[config.mk]
export PLATFORM = sky130hd
export DESIGN_NAME = touch_pad_bisection_scanner
export DESIGN_NICKNAME = d
export VERILOG_FILES = /design/src/hw/rtl/tps_pkg.sv /design/src/hw/rtl/tps_ctrl.sv /design/src/hw/rtl/tps_dp.sv /design/src/hw/rtl/touch_pad_bisection_scanner.sv
export SDC_FILE = /design/constraint.sdc
export NUM_CORES = 2
export LEC_CHECK = 0
export BUFFER_PORTS_ARGS = -buffer_cell sky130_fd_sc_hd__buf_2
export CAP_MARGIN = 10
export CELL_PAD_IN_SITES_DETAIL_PLACEMENT = 1
export CELL_PAD_IN_SITES_GLOBAL_PLACEMENT = 1
export CORE_MARGIN = 4
export CORE_UTILIZATION = 45
export DETAILED_ROUTE_END_ITERATION = 7
export GPL_TIMING_DRIVEN = 0
export PLACE_DENSITY_LB_ADDON = 0.1
export SLEW_MARGIN = 25
export SYNTH_ARGS = -nofsm -noshare
export SYNTH_HDL_FRONTEND = slang
export SYNTH_SLANG_ARGS = --single-unit
[constraint.sdc]
create_clock -name clk -period 16.8 [get_ports clk]
set_input_delay 1.68 -clock clk [delete_from_list [all_inputs] [get_ports clk]]
set_output_delay 1.68 -clock clk [all_outputs]
set_load 0.02 [all_outputs]
[src/hw/rtl/tps_pkg.sv]
// Package for the touch pad bisection scanner.
// Sizes, codes and the command/status structs shared by the controller,
// the datapath and the top level. Depends on nothing.
`default_nettype none

package tps_pkg;

	localparam int NUM_PADS   = 32;
	localparam int NUM_HANDS  = 2;
	localparam int MAX_ROUNDS = 4;
	localparam int MAX_RES    = 8;

	localparam int PAD_W = $clog2(NUM_PADS);
	localparam int RND_W = $clog2(MAX_ROUNDS + 1);
	localparam int RES_W = $clog2(MAX_RES + 1);
	localparam int ENT   = 64;
	localparam int ENT_W = 6;

	localparam logic [31:0] PAD_BITS  = 32'hFFFF_FFFF >> (32 - NUM_PADS);
	localparam logic [1:0]  HAND_BITS = 2'((1 << NUM_HANDS) - 1);

	localparam logic [1:0] REG_PAD_EN  = 2'd0;
	localparam logic [1:0] REG_HAND_EN = 2'd1;
	localparam logic [1:0] REG_REL     = 2'd2;
	localparam logic [1:0] REG_LOCK    = 2'd3;

	typedef enum logic [2:0] {
		ST_SCAN  = 3'd0,
		ST_NONE  = 3'd1,
		ST_NOISE = 3'd2,
		ST_DONE  = 3'd3,
		ST_GHOST = 3'd4
	} status_t;

	typedef enum logic [6:0] {
		PH_HI      = 7'b0000001,
		PH_LO      = 7'b0000010,
		PH_ENTRY   = 7'b0000100,
		PH_TEST    = 7'b0001000,
		PH_HALF    = 7'b0010000,
		PH_CONFIRM = 7'b0100000,
		PH_EXIT    = 7'b1000000
	} phase_t;

	typedef struct packed {
		logic load;
		logic step;
		logic half;
		logic walk;
		logic emit_next;
	} cmd_t;

	typedef struct packed {
		logic need_half;
		logic need_walk;
		logic half_last;
		logic walk_done;
		logic emit_last;
	} sts_t;

endpackage

`default_nettype wire

[src/hw/rtl/tps_ctrl.sv]
// Controller of the touch pad bisection scanner.
// Sequences load, scan step, serial halving, table walk and result emission.
// Depends on tps_pkg.
`default_nettype none

module tps_ctrl (
	input  wire logic          clk,
	input  wire logic          arst_n,
	input  wire logic          in_valid,
	output logic               in_stall,
	output logic               out_valid,
	input  wire logic          out_stall,
	input  wire tps_pkg::sts_t sts,
	output tps_pkg::cmd_t      cmd
);
	import tps_pkg::*;

	typedef enum logic [4:0] {
		S_IDLE  = 5'b00001,
		S_STEP  = 5'b00010,
		S_HALVE = 5'b00100,
		S_WALK  = 5'b01000,
		S_EMIT  = 5'b10000
	} state_t;

	state_t state_q, state_d;

	always_comb begin
		state_d = state_q;
		cmd     = '0;
		unique case (state_q)
			S_IDLE: begin
				if (in_valid) begin
					cmd.load = 1'b1;
					state_d  = S_STEP;
				end
			end
			S_STEP: begin
				cmd.step = 1'b1;
				priority if (sts.need_half) state_d = S_HALVE;
				else if (sts.need_walk)     state_d = S_WALK;
				else                        state_d = S_EMIT;
			end
			S_HALVE: begin
				cmd.half = 1'b1;
				if (sts.half_last) state_d = S_EMIT;
			end
			S_WALK: begin
				cmd.walk = 1'b1;
				if (sts.walk_done) state_d = S_EMIT;
			end
			S_EMIT: begin
				if (!out_stall) begin
					cmd.emit_next = 1'b1;
					if (sts.emit_last) state_d = S_IDLE;
				end
			end
			default: state_d = S_IDLE;
		endcase
	end

	always_ff @(posedge clk or negedge arst_n) begin
		if (!arst_n) state_q <= S_IDLE;
		else         state_q <= state_d;
	end

	assign in_stall  = (state_q != S_IDLE);
	assign out_valid = (state_q == S_EMIT);

	a_accept_blocks: assert property (@(posedge clk) disable iff (!arst_n)
		in_valid && !in_stall |=> in_stall)
		else $error("input taken while an item is in work");

	a_out_blocks_in: assert property (@(posedge clk) disable iff (!arst_n)
		out_valid |-> in_stall)
		else $error("input open while a result is shown");

	a_emit_holds: assert property (@(posedge clk) disable iff (!arst_n)
		out_valid && !out_stall && !sts.emit_last |=> out_valid)
		else $error("results dropped before the last one");

endmodule

`default_nettype wire

[src/hw/rtl/tps_dp.sv]
// Datapath of the touch pad bisection scanner.
// Scan state, config registers, serial halver, release/lockout tables and
// hit list. Depends on tps_pkg; driven by tps_ctrl commands.
`default_nettype none

module tps_dp (
	input  wire logic          clk,
	input  wire logic          arst_n,
	input  wire logic [1:0]    wrist_sense,
	input  wire logic [47:0]   now_us,
	input  wire logic          wr_en,
	input  wire logic [1:0]    wr_index,
	input  wire logic [31:0]   wr_data,
	input  wire tps_pkg::cmd_t cmd,
	output tps_pkg::sts_t      sts,
	output logic [31:0]        drive_mask,
	output logic [2:0]         scan_status,
	output logic               hit_valid,
	output logic [4:0]         hit_pad,
	output logic               hit_hand,
	output logic [47:0]        hit_time_us,
	output logic               last
);
	import tps_pkg::*;

	logic [31:0] pad_en_q;
	logic [1:0]  hand_en_q;
	logic [7:0]  rel_scans_q;
	logic [19:0] lockout_q;

	logic [1:0]  sense_q;
	logic [47:0] now_q;

	phase_t           phase_q;
	logic [1:0]       active_q;
	logic [47:0]      hit_time_q;
	logic [31:0]      search_q;
	logic [1:0][31:0] found_q;
	logic [RND_W-1:0] round_q;
	logic             cur_q;
	logic [31:0]      drive_q;
	status_t          status_q;

	logic [31:0] hm_q;
	logic [4:0]  hn_q;
	logic [4:0]  hk_q;
	logic [PAD_W-1:0] hidx_q;

	logic             wact_q;
	logic             wi_h_q;
	logic [PAD_W-1:0] wi_p_q;
	logic             s1_v;
	logic             s1_h;
	logic [PAD_W-1:0] s1_p;
	logic             s1_last;
	logic [7:0]       rc_rd_s1;
	logic [47:0]      lt_rd_s1;

	logic [7:0]  rc_mem [ENT];
	logic [47:0] lt_mem [ENT];
	logic [ENT-1:0] rcv_q;
	logic [ENT-1:0] ltv_q;
	logic [7:0]     rel_dflt_q;

	logic [RES_W-1:0] n_q;
	logic             any_q;
	logic [2:0]       e_q;
	logic [5:0]       hl_q [MAX_RES];

	// step logic
	logic [31:0]      all;
	logic             bit_s;
	phase_t           n_phase;
	logic [1:0]       n_active;
	logic [47:0]      n_hit;
	logic [31:0]      n_search;
	logic [1:0][31:0] n_found;
	logic [RND_W-1:0] n_round;
	logic             n_cur;
	logic [31:0]      n_drive;
	status_t          n_status;
	logic             bis, seek_en, seek_keep, rel_all, walk_go, need_half;
	logic [1:0]       seek_from;
	logic [5:0]       cnt;
	logic             picked;
	logic             pick_h;
	logic [1:0]       act;

	assign all   = pad_en_q & PAD_BITS;
	assign bit_s = sense_q[cur_q];

	always_comb begin
		n_phase   = phase_q;
		n_active  = active_q;
		n_hit     = hit_time_q;
		n_search  = search_q;
		n_found   = found_q;
		n_round   = round_q;
		n_cur     = cur_q;
		n_drive   = drive_q;
		n_status  = ST_SCAN;
		bis       = 1'b0;
		seek_en   = 1'b0;
		seek_keep = 1'b0;
		seek_from = 2'd0;
		rel_all   = 1'b0;
		walk_go   = 1'b0;
		need_half = 1'b0;
		picked    = 1'b0;
		pick_h    = 1'b0;
		cnt       = 6'd0;
		act       = active_q & ~sense_q & hand_en_q & HAND_BITS;
		unique case (phase_q)
			PH_HI: begin
				n_active = sense_q;
				n_drive  = '0;
				n_phase  = PH_LO;
			end
			PH_LO: begin
				if (act == 2'b00) begin
					rel_all  = 1'b1;
					n_active = 2'b00;
					n_status = ST_NONE;
					n_drive  = all;
					n_phase  = PH_HI;
				end else begin
					n_active = act;
					n_hit    = now_q;
					n_drive  = '0;
					n_phase  = PH_ENTRY;
				end
			end
			PH_ENTRY: begin
				if ((sense_q & active_q) != 2'b00) begin
					n_status = ST_NOISE;
					n_drive  = all;
					n_phase  = PH_HI;
				end else begin
					n_found = '0;
					seek_en = 1'b1;
				end
			end
			PH_TEST: begin
				if (!bit_s) begin
					seek_en   = 1'b1;
					seek_from = {1'b0, cur_q} + 2'd1;
				end else begin
					bis = 1'b1;
				end
			end
			PH_HALF: begin
				n_search = bit_s ? drive_q : (search_q & ~drive_q);
				bis      = 1'b1;
			end
			PH_CONFIRM: begin
				seek_en = 1'b1;
				if (!bit_s) begin
					seek_from = {1'b0, cur_q} + 2'd1;
				end else begin
					n_found[cur_q] = found_q[cur_q] | search_q;
					n_round        = round_q + 1'b1;
					if (n_round >= RND_W'(MAX_ROUNDS)) begin
						seek_from = {1'b0, cur_q} + 2'd1;
					end else begin
						seek_from = {1'b0, cur_q};
						seek_keep = 1'b1;
					end
				end
			end
			PH_EXIT: begin
				n_drive = all;
				n_phase = PH_HI;
				if ((sense_q & active_q) != 2'b00) n_status = ST_NOISE;
				else                               walk_go  = 1'b1;
			end
			default: begin
				n_drive = all;
				n_phase = PH_HI;
			end
		endcase

		if (bis) begin
			cnt = 6'($countones(n_search));
			priority if (cnt > 6'd1) begin
				need_half = 1'b1;
				n_drive   = '0;
				n_phase   = PH_HALF;
			end else if (cnt == 6'd0) begin
				seek_en   = 1'b1;
				seek_from = {1'b0, cur_q} + 2'd1;
			end else begin
				n_drive = n_search;
				n_phase = PH_CONFIRM;
			end
		end

		if (seek_en) begin
			for (int h = 0; h < NUM_HANDS; h++) begin
				if (!picked && 2'(h) >= seek_from && active_q[h] &&
				    (all & ~n_found[h]) != 32'd0) begin
					picked = 1'b1;
					pick_h = 1'(h);
				end
			end
			if (picked) begin
				n_cur    = pick_h;
				n_search = all & ~n_found[pick_h];
				n_drive  = n_search;
				n_phase  = PH_TEST;
				if (!(seek_keep && {1'b0, pick_h} == seek_from)) n_round = '0;
			end else begin
				n_drive = '0;
				n_phase = PH_EXIT;
			end
		end
	end

	// table walk, stage 1 compute
	logic [ENT_W-1:0] raddr, waddr;
	logic [7:0]  rc_cur, rc_wd;
	logic [47:0] lt_cur;
	logic [48:0] diff;
	logic        fnd, rel, arm, qual, rc_we, lt_we, w_last;

	assign raddr  = {wi_h_q, 5'(wi_p_q)};
	assign waddr  = {s1_h, 5'(s1_p)};
	assign w_last = (wi_h_q == 1'(NUM_HANDS - 1)) && (wi_p_q == PAD_W'(NUM_PADS - 1));
	assign rc_cur = rcv_q[waddr] ? rc_rd_s1 : rel_dflt_q;
	assign lt_cur = ltv_q[waddr] ? lt_rd_s1 : 48'd0;
	assign fnd    = found_q[s1_h][s1_p];
	assign diff   = {1'b0, hit_time_q} - {1'b0, lt_cur};
	assign arm    = !diff[48] && (diff[47:0] >= 48'(lockout_q));
	assign rel    = rc_cur >= rel_scans_q;
	assign qual   = s1_v && fnd && rel && arm && (n_q < RES_W'(MAX_RES));
	assign rc_we  = s1_v && (fnd || rc_cur != 8'hFF);
	assign rc_wd  = fnd ? 8'd0 : rc_cur + 8'd1;
	assign lt_we  = qual;

	always_ff @(posedge clk) begin
		if (rc_we) rc_mem[waddr] <= rc_wd;
		if (lt_we) lt_mem[waddr] <= hit_time_q;
		if (cmd.walk && wact_q) begin
			rc_rd_s1 <= rc_mem[raddr];
			lt_rd_s1 <= lt_mem[raddr];
		end
	end

	always_ff @(posedge clk) begin
		if (cmd.load) begin
			sense_q <= wrist_sense;
			now_q   <= now_us;
		end
		if (qual) hl_q[n_q[2:0]] <= {s1_h, 5'(s1_p)};
		if (cmd.walk && wact_q) begin
			s1_h    <= wi_h_q;
			s1_p    <= wi_p_q;
			s1_last <= w_last;
		end
	end

	always_ff @(posedge clk or negedge arst_n) begin
		if (!arst_n) begin
			pad_en_q    <= 32'h1FFF_FFFF;
			hand_en_q   <= 2'd3;
			rel_scans_q <= 8'd3;
			lockout_q   <= 20'd20000;
			phase_q     <= PH_HI;
			active_q    <= '0;
			hit_time_q  <= '0;
			search_q    <= '0;
			found_q     <= '0;
			round_q     <= '0;
			cur_q       <= 1'b0;
			drive_q     <= '0;
			status_q    <= ST_SCAN;
			hm_q        <= '0;
			hn_q        <= '0;
			hk_q        <= '0;
			hidx_q      <= '0;
			wact_q      <= 1'b0;
			wi_h_q      <= 1'b0;
			wi_p_q      <= '0;
			s1_v        <= 1'b0;
			rcv_q       <= '0;
			ltv_q       <= '0;
			rel_dflt_q  <= 8'hFF;
			n_q         <= '0;
			any_q       <= 1'b0;
			e_q         <= '0;
		end else begin
			if (wr_en) begin
				unique case (wr_index)
					REG_PAD_EN:  pad_en_q    <= wr_data;
					REG_HAND_EN: hand_en_q   <= wr_data[1:0];
					REG_REL:     rel_scans_q <= wr_data[7:0];
					REG_LOCK:    lockout_q   <= wr_data[19:0];
					default:     ;
				endcase
			end
			if (cmd.step) begin
				phase_q    <= n_phase;
				active_q   <= n_active;
				hit_time_q <= n_hit;
				search_q   <= n_search;
				found_q    <= n_found;
				round_q    <= n_round;
				cur_q      <= n_cur;
				drive_q    <= n_drive;
				status_q   <= n_status;
				n_q        <= '0;
				any_q      <= 1'b0;
				e_q        <= '0;
				if (rel_all) begin
					rcv_q      <= '0;
					rel_dflt_q <= rel_scans_q;
				end
				if (need_half) begin
					hm_q   <= n_search;
					hn_q   <= cnt[5:1];
					hk_q   <= '0;
					hidx_q <= '0;
				end
				if (walk_go) begin
					wact_q <= 1'b1;
					wi_h_q <= 1'b0;
					wi_p_q <= '0;
				end
			end
			// take the lowest half of the candidate bits, one bit a cycle
			if (cmd.half) begin
				if (hm_q[hidx_q] && hk_q < hn_q) begin
					drive_q[hidx_q] <= 1'b1;
					hk_q            <= hk_q + 5'd1;
				end
				hidx_q <= hidx_q + 1'b1;
			end
			if (cmd.walk) begin
				s1_v <= wact_q;
				if (wact_q) begin
					if (w_last) begin
						wact_q <= 1'b0;
					end else if (wi_p_q == PAD_W'(NUM_PADS - 1)) begin
						wi_p_q <= '0;
						wi_h_q <= 1'b1;
					end else begin
						wi_p_q <= wi_p_q + 1'b1;
					end
				end
				if (rc_we) rcv_q[waddr] <= 1'b1;
				if (lt_we) ltv_q[waddr] <= 1'b1;
				if (qual)  n_q <= n_q + 1'b1;
				if (s1_v && fnd) any_q <= 1'b1;
				if (s1_v && s1_last) status_q <= (any_q || fnd) ? ST_DONE : ST_GHOST;
			end else begin
				s1_v <= 1'b0;
			end
			if (cmd.emit_next && !sts.emit_last) e_q <= e_q + 3'd1;
		end
	end

	assign sts.need_half = need_half;
	assign sts.need_walk = walk_go;
	assign sts.half_last = (hidx_q == PAD_W'(NUM_PADS - 1));
	assign sts.walk_done = s1_v && s1_last;
	assign sts.emit_last = (n_q == '0) || ({1'b0, e_q} == n_q - 1'b1);

	assign drive_mask  = drive_q;
	assign scan_status = status_q;
	assign hit_valid   = (n_q != '0);
	assign hit_pad     = hit_valid ? hl_q[e_q][4:0] : 5'd0;
	assign hit_hand    = hit_valid ? hl_q[e_q][5] : 1'b0;
	assign hit_time_us = hit_valid ? hit_time_q : 48'd0;
	assign last        = sts.emit_last;

endmodule

`default_nettype wire

[src/hw/rtl/touch_pad_bisection_scanner.sv]
// Touch pad scanner: each item carries the wrist levels sampled after the
// previous drive mask settled and gives the next drive mask, a status and any
// hit events. An ordinary item is accepted, takes a scan step and gives a result.
// A bisection halving step adds a pass of the one-bit-a-cycle halver over the
// pads. The exit check adds a walk over the 64-entry release and lockout
// tables through one read port. A completed scan with hits then gives one
// result per recorded hit (up to MAX_RES), one per cycle while out_stall is low.
`default_nettype none

module touch_pad_bisection_scanner (
	input  wire logic        clk,
	input  wire logic        arst_n,
	input  wire logic        in_valid,
	output logic             in_stall,
	input  wire logic [1:0]  wrist_sense,
	input  wire logic [47:0] now_us,
	output logic             out_valid,
	input  wire logic        out_stall,
	output logic [31:0]      drive_mask,
	output logic [2:0]       scan_status,
	output logic             hit_valid,
	output logic [4:0]       hit_pad,
	output logic             hit_hand,
	output logic [47:0]      hit_time_us,
	output logic             last,
	input  wire logic        wr_en,
	input  wire logic [1:0]  wr_index,
	input  wire logic [31:0] wr_data
);
	import tps_pkg::*;

	cmd_t cmd;
	sts_t sts;

	tps_ctrl u_ctrl (
		.clk       (clk),
		.arst_n    (arst_n),
		.in_valid  (in_valid),
		.in_stall  (in_stall),
		.out_valid (out_valid),
		.out_stall (out_stall),
		.sts       (sts),
		.cmd       (cmd)
	);

	tps_dp u_dp (
		.clk         (clk),
		.arst_n      (arst_n),
		.wrist_sense (wrist_sense),
		.now_us      (now_us),
		.wr_en       (wr_en),
		.wr_index    (wr_index),
		.wr_data     (wr_data),
		.cmd         (cmd),
		.sts         (sts),
		.drive_mask  (drive_mask),
		.scan_status (scan_status),
		.hit_valid   (hit_valid),
		.hit_pad     (hit_pad),
		.hit_hand    (hit_hand),
		.hit_time_us (hit_time_us),
		.last        (last)
	);

endmodule

`default_nettype wire
==> flow_metrics.py <==
metrics = {
    "clock_tree": {
        "cts.sinks": 4203,
        "ctsHoldBuffers": 0,
        "cts_resized": 0,
        "clk_pin_slew_ps": 60,
        "cts_root_buf": "clkbuf_16",
        "cts_tree": "built",
        "htreeDepth": 5,
        "clockBufferDepth": 4,
        "post-cts-setup-buffers": 0,
        "cts_made_buffers": 440,
        "clk_latency_ps": 1010,
    },
    "placed_design": {
        "finalWeightedCongestion": 0.926,
        "dp_hpwl_um": 437000,
        "dpl_cell_area_um2": 187000,
        "dp_slack_ps": 2750,
        "port_buffers": 181,
    },
    "logic_synthesis": {
        "ys_ff_latch": 4203,
        "synthesis.nets": 8825,
        "yosysUniqueCellTypes": 82,
        "yosysWarningCount": 0,
        "synth-main-ff-cell": "edfxtp_1",
        "synth_common_cells": "edfxtp_1, mux4_2, nand2_1",
        "synth-seq-area-share_pct": 72.9,
        "yosysTopAreaCell": "edfxtp_1",
        "async_flop_share_pct": 10.9,
        "post_synth.cell_area_avg_um2": 19.8,
        "syn_area_um2": 170000,
        "synth_top_area_share_pct": 66.1,
        "synth.area.top_cells": "edfxtp_1, mux4_2, dfrtp_1",
        "synth.most_common_cell": "edfxtp_1",
        "syn_inst": 8592,
        "synth_edf_count": 3745,
    },
    "die": {
        "io_pins": 182,
        "dieHeight_um": 623,
        "rows": 225,
        "initial_core_util_pct": 45.2,
        "core-area_um2": 376000,
        "die_w_um": 623,
        "dieArea_um2": 388000,
    },
    "setup_path": {
        "cp_slowest_cell": "o221ai_1",
        "worstPathArrival_ps": 14920,
        "start_kind": "register",
        "critical_path_required_ps": 17500,
        "rrSetupSlack_ps": 2580,
        "crit_path_end_kind": "register",
        "setup.worst_path.class": "register to register",
        "max_stage_delay_ps": 780,
        "critical_path.most_common_cell": "clkbuf_1",
        "path_max_fanout": 14,
    },
    "timing": {
        "layout_setup_ws_ps": 2580,
        "tightest_slew_ps": 1170,
        "fin_crit_sh_pct": 84.7,
        "max_freq_mhz": 70.3,
        "relSlewSlack_pct": 21.4,
        "slew_violations": 0,
        "skew_ps": 70.7,
        "setup_viol": 0,
        "rsz0062_at_grt": "false",
        "finalCriticalPeriod_ps": 14220,
        "final_hold_viol_count": 0,
    },
    "grt": {
        "antenna_found_initial": 51,
        "first_global_vias": 98000,
        "busiest_layer": "met2",
        "grt_pass1_wl_um": 829000,
        "gr-usage-met1_pct": 43.1,
        "overflow": 0,
        "grtUsageTotal_pct": 30.9,
        "grt_max_degree": 79,
        "grtUsageMet2_pct": 49.6,
        "grt_use_met3_pct": 4.99,
    },
    "detailed_routing": {
        "drt-pass1-iter-count": 6,
        "dr_total_vias": 95600,
        "wl_per_cell_um": 40.2,
        "drcViolationCount": 0,
        "first_iter_violations": 12900,
        "via_per_inst": 6.38,
        "final_antenna_net_count": 0,
        "wl_um": 602000,
    },
    "flow_run": {
        "max_cap_violations": 0,
    },
    "power": {
        "p_sw_share_pct": 26.4,
        "p_clk_share_pct": 38.6,
        "vdd_drop_max_mv": 0.103,
        "p_leak_nw": 60.5,
        "switchingPower_mw": 6.62,
        "internal_power_mw": 18.4,
        "seq_power_share_pct": 48.9,
        "power.total_mw": 25.0,
        "combPwrFrac_pct": 12.5,
        "p_per_area_nw_per_um2": 125,
    },
    "layout": {
        "nets": 9817,
        "drive_above_1_share_pct": 30.1,
        "final_area_um2": 201000,
        "syn2layout_area_growth_pct": 18.2,
    },
    "worst_hold_path": {
        "hold_class": "register to register",
    },
    "status": {
        "status": "completed",
    },
}
-- per-layer routing --
metal / part of all wire (%) / vias to the layer above
li1: - / 37400
met1: 40 / 52700
met2: 48 / 4625
met3: 7.5 / 847
met4: 4.2 / 6
met5: 0.0071 / -
-- worst max-delay path: cells and delay by family, from the launching register on --
kind            cells  cell delay (ps)
fa+ha+maj           2              690
buf+inv            11             5040
flops               1              660
xor+xnor            1              160
compound gates     13             4740
simple gates        8             2470
-- logic make-up (layout without fill, tap and decap cells) --
kind of cell             Yosys count  in the layout  synth area share, %
flip-flops                      4203           4203                 72.9
multiplexers                    1428           1428                 17.4
AND/OR/NAND/NOR                 1095           1095                 2.95
AO/OA/AOI/OAI                   1037           1037                 3.92
buffers and inverters            638           2012                 1.45
adder cells (fa/ha/maj)          144            144                 1.18
XOR/XNOR                          47             47                0.242
other                              0             12                    0
-- final cells by class --
type	count	area, um^2
Tap cell	4994	6250
Antenna cell	12	30.0
Inverter	139	524
Clock buffer	542	11500
Buffer	499	2200
Sequential cell	4203	124000
Timing Repair Buffer	550	9410
Multi-Input combinational cell	3751	44400
Fill cell	33200	175000
Clock inverter	282	2680
-- cell usage in the layout, fill, tap and decap left out, drive strengths merged, types with 64 or more instances in the layout --
cell and instances:
edfxtp 3745, mux4 1204, clkbuf 906, buf 685
nand2 491, dfrtp 410, o21ai 338, nor2 229
clkinv 228, a21oi 205, mux2 172, inv 148
a22oi 139, ha 117, nand2b 73, o21bai 71
and2 64
-- through the flow --
stage	util (%)	hold slack, ps	TNS, ps	cells
floorplan	-	423	0	8592
global placement	47.1	437	-6085170	13800
detailed placement	49.7	451	0	14100
CTS	53.4	473	0	15000
global route	53.5	481	0	15000
finish	53.5	468	0	15000
-- power by group through the flow --
| stage | clock network [mW] | logic [mW] | registers [mW] |
|---|---|---|---|
| after floorplan | 0 | 1.59 | 12.5 |
| after CTS | 9.79 | 3.09 | 12.2 |
| after global placement | 0 | 2.51 | 12.8 |
| after detailed placement | 0 | 3.07 | 12.5 |
| after global routing | 10.3 | 3.35 | 12.3 |
| final | 9.67 | 3.14 | 12.2 |
-- state kept, by name, summed over array words and instances (netlist names), 48 cells and up --
register         cells
u_dp.lt_mem       3072
u_dp.rc_mem        512
u_dp.found_q        64
u_dp.ltv_q          64
u_dp.rcv_q          64
u_dp.hit_time_q     48
u_dp.hl_q           48
u_dp.lt_rd_s1       48
u_dp.now_q          48
-- path summary, 6_finish.rpt --
kind | from | endpoint | depth (start not counted)
setup / recovery | u_dp.s1_p[0]$_DFFE_PP_ | u_dp.lt_mem[57][30]$_DFFE_PP_ | 35
hold / removal | u_dp.wi_h_q$_DFF_PN0_ | u_dp.s1_h$_DFFE_PP_ | 0
setup reg to reg | u_dp.s1_p[0]$_DFFE_PP_ | u_dp.lt_mem[57][30]$_DFFE_PP_ | 35
hold reg to reg | u_dp.wi_h_q$_DFF_PN0_ | u_dp.s1_h$_DFFE_PP_ | 0
max in group asynchronous | arst_n | u_dp.hit_time_q[20]$_DFFE_PN0P_ | 4
min in group asynchronous | arst_n | u_dp.wi_p_q[1]$_DFF_PN0_ | 1
No activity file was read; power rests on OpenSTA's default activity.
